<file path="src/rtl/lsos_pkg.sv">
// ----------------------------------------------------------------------------
// Lidar sector scan package
// Shared widths, register indexes, structs and the angle helper functions.
// ----------------------------------------------------------------------------
package lsos_pkg;

   // default widths of range and count fields
   localparam int RANGE_WIDTH_DEF = 16;
   localparam int COUNT_WIDTH_DEF = 16;

   // raw beam angle, centidegrees, two's complement
   localparam int RAW_ANG_W = 18;
   // normalized angle in half centidegrees, 0..71999
   localparam int ANG_W = 17;
   // signed working width for angle sums before normalization
   localparam int ANGX_W = 20;

   localparam int FULL_TURN   = 72000;
   localparam int SIDE_OFFSET = 9000;
   localparam int MIN_HALF    = 200;

   // configuration port
   localparam int CSR_INDEX_W = 3;
   localparam int CSR_DATA_W  = 16;

   localparam logic [CSR_INDEX_W-1:0] CSR_DETECT_ENABLE = 3'd0;
   localparam logic [CSR_INDEX_W-1:0] CSR_CENTER        = 3'd1;
   localparam logic [CSR_INDEX_W-1:0] CSR_HALF_WIDTH    = 3'd2;
   localparam logic [CSR_INDEX_W-1:0] CSR_THRESHOLD     = 3'd3;
   localparam logic [CSR_INDEX_W-1:0] CSR_FRONT_WIDTH   = 3'd4;
   localparam logic [CSR_INDEX_W-1:0] CSR_LEFT_WIDTH    = 3'd5;
   localparam logic [CSR_INDEX_W-1:0] CSR_RIGHT_WIDTH   = 3'd6;

   typedef struct packed {
      logic        detect_enable;
      logic [15:0] center_cdeg;
      logic [14:0] half_width_cdeg;
      logic [15:0] threshold_mm;
      logic [15:0] front_width_cdeg;
      logic [15:0] left_width_cdeg;
      logic [15:0] right_width_cdeg;
   } cfg_type;

   // sector bounds, both inclusive, normalized half centidegrees
   typedef struct packed {
      logic [ANG_W-1:0] lo;
      logic [ANG_W-1:0] hi;
   } sector_type;

   typedef struct packed {
      sector_type main;
      sector_type front;
      sector_type left;
      sector_type right;
   } bounds_type;

   // reduce a value within four turns either side of zero into one turn
   function automatic logic [ANG_W-1:0] norm_turn(input logic signed [ANGX_W-1:0] a);
      logic signed [ANGX_W-1:0] base;
      base = ANGX_W'(-4 * FULL_TURN);
      for (int k = -3; k <= 3; k++) begin
         if (a >= ANGX_W'(k * FULL_TURN)) begin
            base = ANGX_W'(k * FULL_TURN);
         end
      end
      return ANG_W'(a - base);
   endfunction

   // widen a normalized angle to the signed working width
   function automatic logic signed [ANGX_W-1:0] to_x(input logic [ANG_W-1:0] v);
      return signed'({{(ANGX_W - ANG_W){1'b0}}, v});
   endfunction

   // half width of a side sector: width in centidegrees equals half width in
   // half centidegrees, floored at one degree
   function automatic logic [15:0] side_half(input logic [15:0] w);
      return (w < 16'(MIN_HALF)) ? 16'(MIN_HALF) : w;
   endfunction

   // wrap-aware inclusive sector test
   function automatic logic in_sector(input logic [ANG_W-1:0] n, input sector_type b);
      if (b.lo <= b.hi) begin
         return (n >= b.lo) && (n <= b.hi);
      end
      return (n >= b.lo) || (n <= b.hi);
   endfunction

endpackage

</file>
<file path="src/rtl/lsos_geom.sv">
// ----------------------------------------------------------------------------
// Sector geometry
// Derives the four sector bounds from the configuration registers.
// ----------------------------------------------------------------------------
module lsos_geom import lsos_pkg::*; (
   input  logic       clock,
   input  cfg_type    cfg,
   // main and front come from the second step behind cfg, left and right from the third
   output bounds_type bounds
);

   // first step: normalized centre and the half widths
   logic [ANG_W-1:0] cn_ff, cn_in;
   logic [15:0]      hm_ff, hm_in;
   logic [15:0]      hf_ff, hf_in;
   logic [15:0]      hl_ff, hl_in;
   logic [15:0]      hr_ff, hr_in;

   // second step: main and front bounds, side centres
   sector_type       main_ff, main_in;
   sector_type       front_ff, front_in;
   logic [ANG_W-1:0] cl_ff, cl_in;
   logic [ANG_W-1:0] cr_ff, cr_in;
   logic [15:0]      hl2_ff, hr2_ff;

   // third step: side bounds
   sector_type       left_ff, left_in;
   sector_type       right_ff, right_in;

   always_comb begin
      cn_in = norm_turn(signed'({3'b000, cfg.center_cdeg, 1'b0}));
      hm_in = {cfg.half_width_cdeg, 1'b0};
      hf_in = side_half(cfg.front_width_cdeg);
      hl_in = side_half(cfg.left_width_cdeg);
      hr_in = side_half(cfg.right_width_cdeg);

      main_in.lo  = norm_turn(to_x(cn_ff) - to_x({1'b0, hm_ff}));
      main_in.hi  = norm_turn(to_x(cn_ff) + to_x({1'b0, hm_ff}));
      front_in.lo = norm_turn(to_x(cn_ff) - to_x({1'b0, hf_ff}));
      front_in.hi = norm_turn(to_x(cn_ff) + to_x({1'b0, hf_ff}));
      cl_in       = norm_turn(to_x(cn_ff) + ANGX_W'(SIDE_OFFSET));
      cr_in       = norm_turn(to_x(cn_ff) - ANGX_W'(SIDE_OFFSET));

      left_in.lo  = norm_turn(to_x(cl_ff) - to_x({1'b0, hl2_ff}));
      left_in.hi  = norm_turn(to_x(cl_ff) + to_x({1'b0, hl2_ff}));
      right_in.lo = norm_turn(to_x(cr_ff) - to_x({1'b0, hr2_ff}));
      right_in.hi = norm_turn(to_x(cr_ff) + to_x({1'b0, hr2_ff}));
   end

   always_ff @(posedge clock) begin
      cn_ff    <= cn_in;
      hm_ff    <= hm_in;
      hf_ff    <= hf_in;
      hl_ff    <= hl_in;
      hr_ff    <= hr_in;
      main_ff  <= main_in;
      front_ff <= front_in;
      cl_ff    <= cl_in;
      cr_ff    <= cr_in;
      hl2_ff   <= hl_ff;
      hr2_ff   <= hr_ff;
      left_ff  <= left_in;
      right_ff <= right_in;
   end

   assign bounds.main  = main_ff;
   assign bounds.front = front_ff;
   assign bounds.left  = left_ff;
   assign bounds.right = right_ff;

endmodule

</file>
<file path="src/rtl/lidar_sector_obstacle_scan_top.sv">
// ----------------------------------------------------------------------------
// Lidar sector obstacle scan
// Per-scan hit counts, minimum ranges and obstacle flags over four sectors.
// ----------------------------------------------------------------------------
// The block takes one lidar sample per beat on req_ and returns one summary
// beat on rsp_ for every beat that carries req_tlast. A sample counts when
// its range is finite and lies inside the scan's limits; its angle is then
// tested against the main sector, a front sector on the same centre and left
// and right sectors 45 degrees either side. Throughput is one sample per
// clock with no bubbles while the pipe does not stall. A sample passes four
// pipeline registers (input, angle normalization, main/front test, left/right
// test) before it reaches the accumulators; the summary of a scan is registered
// on rsp_ as its last sample leaves the last stage. The rsp_ output register holds a
// finished summary while samples of the next scan keep flowing; the pipe
// stalls only when a second end of scan reaches the accumulators before
// the first summary was taken. The sector bounds come from a three-stage
// registered chain off the configuration registers, timed so that a sample
// beat accepted on the clock edge after the last csr_ write already sees the
// new settings; write csr_ only while no sample is in flight.
// ----------------------------------------------------------------------------
module lidar_sector_obstacle_scan_top import lsos_pkg::*; #(
   parameter  int RANGE_WIDTH = RANGE_WIDTH_DEF,
   parameter  int COUNT_WIDTH = COUNT_WIDTH_DEF,
   localparam int REQ_DATA_W  = ((3 * RANGE_WIDTH + RAW_ANG_W + 7) / 8) * 8,
   localparam int RSP_DATA_W  = ((4 * COUNT_WIDTH + 4 * RANGE_WIDTH + RAW_ANG_W + 2 + 7) / 8) * 8
) (
   input  logic                   clock,
   input  logic                   reset,

   // sample stream
   input  logic                   req_tvalid,
   output logic                   req_tready,
   // range_mm, scan lower range limit, scan upper range limit, beam_angle_cdeg
   input  logic [REQ_DATA_W-1:0]  req_tdata,
   // range_finite
   input  logic                   req_tuser,
   // scan_last
   input  logic                   req_tlast,

   // summary stream
   output logic                   rsp_tvalid,
   input  logic                   rsp_tready,
   // main hits, front hits, left hits, right hits, main_min_mm,
   // main_min_angle_cdeg, front_min_mm, left_min_mm, right_min_mm,
   // main obstacle flag, summary_detected
   output logic [RSP_DATA_W-1:0]  rsp_tdata,

   // configuration writes
   input  logic                   csr_we,
   input  logic [CSR_INDEX_W-1:0] csr_index,
   input  logic [CSR_DATA_W-1:0]  csr_wdata
);

   localparam int NUM_SEC   = 4;
   localparam int SEC_MAIN  = 0;
   localparam int SEC_FRONT = 1;
   localparam int SEC_LEFT  = 2;
   localparam int SEC_RIGHT = 3;

   // request field offsets inside tdata
   localparam int OFF_RANGE = 0;
   localparam int OFF_RMIN  = RANGE_WIDTH;
   localparam int OFF_RMAX  = 2 * RANGE_WIDTH;
   localparam int OFF_ANG   = 3 * RANGE_WIDTH;

   localparam int RSP_FIELD_W = 4 * COUNT_WIDTH + 4 * RANGE_WIDTH + RAW_ANG_W + 2;

   // ------------------------------------------------------------------------
   // configuration registers
   // ------------------------------------------------------------------------
   cfg_type    cfg_ff, cfg_in;
   bounds_type bounds;

   always_comb begin
      cfg_in = cfg_ff;
      if (csr_we) begin
         unique case (csr_index)
            CSR_DETECT_ENABLE: cfg_in.detect_enable    = csr_wdata[0];
            CSR_CENTER:        cfg_in.center_cdeg      = csr_wdata;
            CSR_HALF_WIDTH:    cfg_in.half_width_cdeg  = csr_wdata[14:0];
            CSR_THRESHOLD:     cfg_in.threshold_mm     = csr_wdata;
            CSR_FRONT_WIDTH:   cfg_in.front_width_cdeg = csr_wdata;
            CSR_LEFT_WIDTH:    cfg_in.left_width_cdeg  = csr_wdata;
            CSR_RIGHT_WIDTH:   cfg_in.right_width_cdeg = csr_wdata;
            default:           cfg_in                  = cfg_ff;
         endcase
      end
   end

   always_ff @(posedge clock) begin
      if (reset) begin
         cfg_ff.detect_enable    <= 1'b1;
         cfg_ff.center_cdeg      <= 16'd27000;
         cfg_ff.half_width_cdeg  <= 15'd3000;
         cfg_ff.threshold_mm     <= 16'd2000;
         cfg_ff.front_width_cdeg <= 16'd4000;
         cfg_ff.left_width_cdeg  <= 16'd3500;
         cfg_ff.right_width_cdeg <= 16'd3500;
      end else begin
         cfg_ff <= cfg_in;
      end
   end

   lsos_geom u_geom (
      .clock  (clock),
      .cfg    (cfg_ff),
      .bounds (bounds)
   );

   // ------------------------------------------------------------------------
   // sample pipeline
   // ------------------------------------------------------------------------
   // stage 1: input register
   logic                   v1_ff;
   logic [RANGE_WIDTH-1:0] r1_ff, rmin1_ff, rmax1_ff;
   logic [RAW_ANG_W-1:0]   raw1_ff;
   logic                   fin1_ff, last1_ff;

   // stage 2: normalized angle, range qualified
   logic                   v2_ff, keep2_ff, last2_ff;
   logic [ANG_W-1:0]       an2_ff;
   logic [RANGE_WIDTH-1:0] r2_ff;
   logic [RAW_ANG_W-1:0]   raw2_ff;

   // stage 3: main and front tested
   logic                   v3_ff, last3_ff, keep3_ff;
   logic [1:0]             hit3_ff;
   logic [ANG_W-1:0]       an3_ff;
   logic [RANGE_WIDTH-1:0] r3_ff;
   logic [RAW_ANG_W-1:0]   raw3_ff;

   // stage 4: all sectors tested, feeds the accumulators
   logic                   v4_ff, last4_ff;
   logic [NUM_SEC-1:0]     hit4_ff;
   logic [RANGE_WIDTH-1:0] r4_ff;
   logic [RAW_ANG_W-1:0]   raw4_ff;

   logic fire4, take4, take3, take2, take1;

   // stall only when an end of scan meets an occupied output register
   assign fire4 = v4_ff && !(last4_ff && rsp_tvalid && !rsp_tready);
   assign take4 = !v4_ff || fire4;
   assign take3 = !v3_ff || take4;
   assign take2 = !v2_ff || take3;
   assign take1 = !v1_ff || take2;
   assign req_tready = take1;

   logic                   keep2_in;
   logic [ANG_W-1:0]       an2_in;
   logic [1:0]             hit3_in;
   logic [NUM_SEC-1:0]     hit4_in;

   always_comb begin
      keep2_in = cfg_ff.detect_enable && fin1_ff &&
                 (r1_ff >= rmin1_ff) && (r1_ff <= rmax1_ff);
      an2_in   = norm_turn(signed'({{(ANGX_W - RAW_ANG_W - 1){raw1_ff[RAW_ANG_W-1]}},
                                    raw1_ff, 1'b0}));

      hit3_in[0] = keep2_ff && in_sector(an2_ff, bounds.main);
      hit3_in[1] = keep2_ff && in_sector(an2_ff, bounds.front);

      hit4_in[SEC_MAIN]  = hit3_ff[0];
      hit4_in[SEC_FRONT] = hit3_ff[1];
      // a sample without main or front hits may still land in a side sector,
      // so qualify the sides with keep carried beside hit3, not with the hit3 bits
      hit4_in[SEC_LEFT]  = keep3_ff && in_sector(an3_ff, bounds.left);
      hit4_in[SEC_RIGHT] = keep3_ff && in_sector(an3_ff, bounds.right);
   end

   always_ff @(posedge clock) begin
      if (reset) begin
         v1_ff <= 1'b0;
         v2_ff <= 1'b0;
         v3_ff <= 1'b0;
         v4_ff <= 1'b0;
      end else begin
         if (take1) v1_ff <= req_tvalid;
         if (take2) v2_ff <= v1_ff;
         if (take3) v3_ff <= v2_ff;
         if (take4) v4_ff <= v3_ff;
      end
   end

   always_ff @(posedge clock) begin
      if (take1) begin
         r1_ff    <= req_tdata[OFF_RANGE +: RANGE_WIDTH];
         rmin1_ff <= req_tdata[OFF_RMIN +: RANGE_WIDTH];
         rmax1_ff <= req_tdata[OFF_RMAX +: RANGE_WIDTH];
         raw1_ff  <= req_tdata[OFF_ANG +: RAW_ANG_W];
         fin1_ff  <= req_tuser;
         last1_ff <= req_tlast;
      end
      if (take2) begin
         keep2_ff <= keep2_in;
         an2_ff   <= an2_in;
         r2_ff    <= r1_ff;
         raw2_ff  <= raw1_ff;
         last2_ff <= last1_ff;
      end
      if (take3) begin
         hit3_ff  <= hit3_in;
         keep3_ff <= keep2_ff;
         an3_ff   <= an2_ff;
         r3_ff    <= r2_ff;
         raw3_ff  <= raw2_ff;
         last3_ff <= last2_ff;
      end
      if (take4) begin
         hit4_ff  <= hit4_in;
         r4_ff    <= r3_ff;
         raw4_ff  <= raw3_ff;
         last4_ff <= last3_ff;
      end
   end

   // ------------------------------------------------------------------------
   // accumulators
   // ------------------------------------------------------------------------
   logic [COUNT_WIDTH-1:0] cnt_ff [NUM_SEC];
   logic [COUNT_WIDTH-1:0] cnt_in [NUM_SEC];
   logic [RANGE_WIDTH-1:0] min_ff [NUM_SEC];
   logic [RANGE_WIDTH-1:0] min_in [NUM_SEC];
   logic [RAW_ANG_W-1:0]   ang_ff, ang_in;

   always_comb begin
      for (int i = 0; i < NUM_SEC; i++) begin
         // counts saturate; an equal range keeps the earlier minimum
         cnt_in[i] = (hit4_ff[i] && (cnt_ff[i] != '1)) ? cnt_ff[i] + 1'b1 : cnt_ff[i];
         min_in[i] = (hit4_ff[i] && (r4_ff < min_ff[i])) ? r4_ff : min_ff[i];
      end
      ang_in = (hit4_ff[SEC_MAIN] && (r4_ff < min_ff[SEC_MAIN])) ? raw4_ff : ang_ff;
   end

   always_ff @(posedge clock) begin
      if (reset) begin
         for (int i = 0; i < NUM_SEC; i++) begin
            cnt_ff[i] <= '0;
            min_ff[i] <= '1;
         end
         ang_ff <= '0;
      end else if (fire4) begin
         if (last4_ff) begin
            // summary taken from the update below; clear for the next scan
            for (int i = 0; i < NUM_SEC; i++) begin
               cnt_ff[i] <= '0;
               min_ff[i] <= '1;
            end
            ang_ff <= '0;
         end else begin
            for (int i = 0; i < NUM_SEC; i++) begin
               cnt_ff[i] <= cnt_in[i];
               min_ff[i] <= min_in[i];
            end
            ang_ff <= ang_in;
         end
      end
   end

   // ------------------------------------------------------------------------
   // summary output register
   // ------------------------------------------------------------------------
   logic [COUNT_WIDTH-1:0] res_cnt [NUM_SEC];
   logic [RANGE_WIDTH-1:0] res_min [NUM_SEC];
   logic [RAW_ANG_W-1:0]   res_ang;
   logic                   det_main, det_front;
   logic [RSP_FIELD_W-1:0] rsp_fields;
   logic                   rsp_valid_ff, rsp_valid_in;
   logic [RSP_DATA_W-1:0]  rsp_data_ff;

   always_comb begin
      // disabled: report the empty scan
      for (int i = 0; i < NUM_SEC; i++) begin
         res_cnt[i] = cfg_ff.detect_enable ? cnt_in[i] : '0;
         res_min[i] = cfg_ff.detect_enable ? min_in[i] : '1;
      end
      res_ang   = cfg_ff.detect_enable ? ang_in : '0;
      det_main  = (res_cnt[SEC_MAIN] != '0) &&
                  (32'(res_min[SEC_MAIN]) < 32'(cfg_ff.threshold_mm));
      det_front = (res_cnt[SEC_FRONT] != '0) &&
                  (32'(res_min[SEC_FRONT]) < 32'(cfg_ff.threshold_mm));
      rsp_fields = {det_main || det_front, det_main,
                    res_min[SEC_RIGHT], res_min[SEC_LEFT], res_min[SEC_FRONT],
                    res_ang, res_min[SEC_MAIN],
                    res_cnt[SEC_RIGHT], res_cnt[SEC_LEFT], res_cnt[SEC_FRONT],
                    res_cnt[SEC_MAIN]};

      if (fire4 && last4_ff) begin
         rsp_valid_in = 1'b1;
      end else if (rsp_tready) begin
         rsp_valid_in = 1'b0;
      end else begin
         rsp_valid_in = rsp_valid_ff;
      end
   end

   always_ff @(posedge clock) begin
      if (reset) begin
         rsp_valid_ff <= 1'b0;
      end else begin
         rsp_valid_ff <= rsp_valid_in;
      end
   end

   always_ff @(posedge clock) begin
      if (fire4 && last4_ff) begin
         rsp_data_ff <= RSP_DATA_W'(rsp_fields);
      end
   end

   assign rsp_tvalid = rsp_valid_ff;
   assign rsp_tdata  = rsp_data_ff;

   // ------------------------------------------------------------------------
   // assertions
   // ------------------------------------------------------------------------
   // a summary beat only appears after an end of scan left the accumulators
   a_rsp_from_last: assert property (@(posedge clock) disable iff (reset)
      $rose(rsp_valid_ff) |-> $past(fire4 && last4_ff))
      else $error("summary beat without end of scan");

   // accumulators start clean after every summary
   a_clear_after_last: assert property (@(posedge clock) disable iff (reset)
      (fire4 && last4_ff) |=> (cnt_ff[SEC_MAIN] == '0) && (min_ff[SEC_MAIN] == '1) &&
                              (cnt_ff[SEC_FRONT] == '0) && (ang_ff == '0))
      else $error("accumulators not cleared after end of scan");

   // an empty sector keeps its minimum at all ones
   a_empty_min: assert property (@(posedge clock) disable iff (reset)
      (cnt_ff[SEC_MAIN] == '0) |-> (min_ff[SEC_MAIN] == '1) && (ang_ff == '0))
      else $error("empty main sector holds a minimum");

   // input back-pressure only with every stage occupied
   a_ready_full: assert property (@(posedge clock) disable iff (reset)
      !req_tready |-> v1_ff && v2_ff && v3_ff && v4_ff && rsp_valid_ff)
      else $error("input stalled with room in the pipeline");

endmodule

</file>
<file path="config.mk">
export PLATFORM = sky130hd
export DESIGN_NAME = lidar_sector_obstacle_scan_top
export DESIGN_NICKNAME = d
export VERILOG_FILES = /design/src/rtl/lsos_pkg.sv /design/src/rtl/lsos_geom.sv /design/src/rtl/lidar_sector_obstacle_scan_top.sv
export SDC_FILE = /design/constraint.sdc
export NUM_CORES = 2
export LEC_CHECK = 0
export BUFFER_PORTS_ARGS = -buffer_cell sky130_fd_sc_hd__buf_2
export CAP_MARGIN = 20
export CORE_ASPECT_RATIO = 0.9
export CORE_MARGIN = 5
export CORE_UTILIZATION = 60
export CTS_CLUSTER_DIAMETER = 60
export DETAILED_ROUTE_END_ITERATION = 8
export GPL_TIMING_DRIVEN = 0
export HOLD_SLACK_MARGIN = 0.02
export PLACE_DENSITY_LB_ADDON = 0.25
export SETUP_SLACK_MARGIN = 0.02
export SLEW_MARGIN = 25
export SYNTH_ARGS = -nofsm -noshare
export SYNTH_HDL_FRONTEND = slang
export SYNTH_SLANG_ARGS = --single-unit
</file>
<file path="constraint.sdc">
create_clock -name clock -period 5.94 [get_ports clock]
set_input_delay 0.891 -clock clock [delete_from_list [all_inputs] [get_ports clock]]
set_output_delay 0.891 -clock clock [all_outputs]
set_load 0.005 [all_outputs]
</file>
==> impl_metrics.csv <==
group,metric,value,unit
power_and_ir_drop,power.leakage,0.0237,uW
global_routing,met3_usage,4.51,%
synth,yosysSeqAreaShare,45.4,%
synth,ys_async_sr_fraction,0,%
detailed_routing,via_count,36603,
detailed_routing,drc,0,
critical_path,start_kind,"flop",
power_and_ir_drop,ir_drop,0.514,mV
clock_tree,cts-root-buf,"clkbuf_16",
critical_path,cp.required,6.47,ns
power_and_ir_drop,switching_share,33.5,%
detailed_routing,wl,122000,um
critical_path,criticalPathCategory,"flop to flop",
power_and_ir_drop,power.share.combinational,33.4,%
power_and_ir_drop,seq_power_share,37.7,%
synth,ys_warn_count,0,
global_routing,met2_usage,45.3,%
layout,final_cells,6299,
sta,tightest_slew,1.04,ns
run,cap_violations,0,
sta,period_share,94.7,%
clock_tree,clkTransAtPathRegs,0.06,ns
floorplan,ioPinCount,252,
placed_design,dp.cells,6130,
sta,fmax,0.178,GHz
clock_tree,clockBufferDepth,3,
worst_hold_path,hold_class,"flop to flop",
layout,nets,5827,
detailed_routing,ant_nets,0,
clock_tree,clkSinkCount,868,
synth,ys_ff_latch,868,
critical_path,endpoint_kind,"flop",
status,status,"finished clean",
synth,netlist_area,0.0481,mm^2
global_routing,grt-ovfl-total,0,
layout,final_util,68.0,%
global_routing,grt_pass1_vias,35562,
global_routing,grt_pass1_wl,189000,um
sta,final_max_slew_viol_count,0,
layout,drive_gt1_share,9.61,%
clock_tree,clk_latency,0.67,ns
detailed_routing,drtIter0Drc,3094,
power_and_ir_drop,clkPwrFrac,28.9,%
placed_design,place_hpwl,93200,um
synth,synth_edf_count,447,
clock_tree,cts_max_level,3,
global_routing,antenna_found_initial,8,
synth,yosys.cell_types.count,105,
sta,finalCriticalPeriod,5.63,ns
power_and_ir_drop,p_int,13100,uW
detailed_routing,drt_first_pass_iters,8,
sta,finalClockSkew,0.0423,ns
detailed_routing,wl_per_cell,19.3,um
power_and_ir_drop,power_switching,6600,uW
detailed_routing,vias_per_cell,5.81,
floorplan,die_h,279,um
critical_path,path_max_fanout,6,
clock_tree,cts_tree,"yes",
synth,avgSynthCellArea,9.97,um^2
power_and_ir_drop,power_density,364,mW/mm^2
sta,hold_viol_final,0,
global_routing,grt_max_degree,103,
floorplan,coreArea,0.0795,mm^2
layout,syn_to_final_growth,12.3,%
sta,relSlewSlack,30.5,%
placed_design,numPortBuffers,241,
global_routing,top_usage_layer,"met2",
synth,synth_cells,4824,
floorplan,dieArea,0.0860,mm^2
placed_design,gp_congestion,0.935,
floorplan,start_util,60.6,%
floorplan,die_w,308,um
floorplan,fp-row-count,98,
synth,synth_ff_type,"edfxtp_1",
layout,fillCellCount,6107,
sta,finalSetupViolCount,0,
critical_path,arrival,6.15,ns
clock_tree,cts_buffers,86,
global_routing,grt_usage,27.4,%
global_routing,use_met1,37.2,%
## cell type report
class | instances | area, um^2 | share of cell area [%]
Sequential cell | 868 | 21900 | 40.5
Antenna cell | 6 | 15.0 | 0.0278
Buffer | 159 | 698 | 1.29
Clock buffer | 114 | 2390 | 4.42
Clock inverter | 47 | 588 | 1.09
Multi-Input combinational cell | 3322 | 23900 | 44.3
Tap cell | 1050 | 1310 | 2.43
Timing Repair Buffer | 255 | 1440 | 2.66
Inverter | 478 | 1800 | 3.33
## synth_stat cells, types with 18 or more instances
master	number	area, um^2
edfxtp_1	447	13400
xor2_1	116	1020
nand3b_1	43	323
inv_1	478	1790
a21o_1	166	1250
o21a_1	64	480
nand2_1	461	1730
nand2b_1	82	513
mux2i_1	64	641
o22a_1	19	166
o21ai_0	151	756
a21oi_1	307	1540
o21bai_1	28	210
clkbuf_1	128	480
a22o_1	18	158
and3_1	30	188
and2_1	36	225
nor2_1	367	1380
o311ai_0	24	210
xnor2_1	161	1410
a31oi_1	20	125
nor2b_1	57	357
ha_1	540	6760
fa_1	19	380
nor4_1	22	138
or3_1	28	175
nor3_1	49	245
a211oi_1	23	173
dfxtp_1	421	8430
nand3_1	83	415
o211ai_1	22	165
nand4_1	64	400
## critical path, stage by stage (launching register included)
cell and delay (ns):
dfxtp_1 0.33, inv_1 0.08, ha_2 0.38, nand2b_1 0.15, a221oi_2 0.08, o41a_1 0.39, a211o_1 0.35, a221oi_4 0.31
o311ai_2 0.17, o311ai_2 0.30, xnor2_1 0.24, a21oi_1 0.16, o21bai_2 0.28, inv_1 0.09, ha_1 0.14, inv_1 0.06
fa_1 0.40, a21o_1 0.18, a21oi_1 0.22, nand2b_1 0.09, a21o_1 0.22, a2111oi_0 0.41, o21ai_0 0.18, xnor2_1 0.16
xnor2_1 0.13
## power by group through the flow
stage          combinational, uW  sequential, uW  clock (uW)
2_1_floorplan               4940            7280           0
3_3_place_gp                6200            7520           0
3_5_place_dp                6400            7530           0
4_1_cts                     6490            7400        5760
5_1_grt                     7360            7450        6030
6_report                    6580            7420        5690
## final timing paths
kind                         start                 to  slack (ns)  depth (start not counted)
setup reg to reg  u_geom.hl2_ff[2]  u_geom.bounds[50]        0.31                         24
setup / recovery  u_geom.hl2_ff[2]  u_geom.bounds[50]        0.31                         24
hold / removal          cfg_ff[71]    u_geom.hm_ff[8]        0.32                          0
hold reg to reg         cfg_ff[71]    u_geom.hm_ff[8]        0.32                          0
## kinds of logic (layout without fill, tap and decap cells)
kind of cell	after synthesis	in the layout	synth area share, %
xor gates and xnor gates	278	278	5.08
other	1	10	0.00779
DFF	868	868	45.4
adders and majority gates	563	563	14.9
and+or+nand+nor	1392	1392	13.8
muxes	66	66	1.38
buffers and inverters	637	1053	5.17
AOI/OAI and AO/OA	1019	1019	14.2
## cells in the final DEF (no fill, tap or decap), types with 80 or more instances in the layout
cell	Yosys	final
a21o_1	166	166
a21oi_1	307	302
buf_2	12	253
clkbuf_1	128	142
clkbuf_16	0	89
dfxtp_1	421	411
edfxtp_1	447	447
ha_1	540	539
inv_1	478	476
nand2_1	461	460
nand2b_1	82	80
nand3_1	83	82
nor2_1	367	367
o21ai_0	151	151
xnor2_1	161	161
xor2_1	116	116
## metal layers
layer,wire length [um],vias up
li1,-,17702
met1,51700,17439
met2,56600,1214
met3,9310,248
met4,4290,0
met5,0,-
## stage by stage
step	hold slack [ns]	instance area [um^2]	total power, uW	setup slack (ns)	TNS (ns)
5_1_grt	0.329	54000	20800	-0.00386	-0.00386
6_report	0.322	54100	19700	0.315	0
3_3_place_gp	0.310	50600	13700	-0.583	-34.41
2_1_floorplan	0.310	48100	12200	0.688	0
4_1_cts	0.320	53900	19700	0.0228	0
3_5_place_dp	0.312	50900	13900	-0.250	-0.441
## registers in the layout, indices dropped and copies added, names as in the netlist, 18 cells and up
signal and cells:
ang_ff 18, raw4_ff 18, raw2_ff 18, rsp_tdata 148, cfg_ff 96, raw1_ff 18, cnt_ff 64, min_ff 64
raw3_ff 18, u_geom.bounds 130
## what timing repair did
action / in CTS / in global routing
hold buffers: 0 / 0
endpoints found under the setup margin: 4 / 13
resized for setup: 3 / 39
endpoints found under the hold margin: 0 / 0
buffers inserted: 0 / 2
pin swaps: 0 / 2
Power figures use the tool's default switching activity.
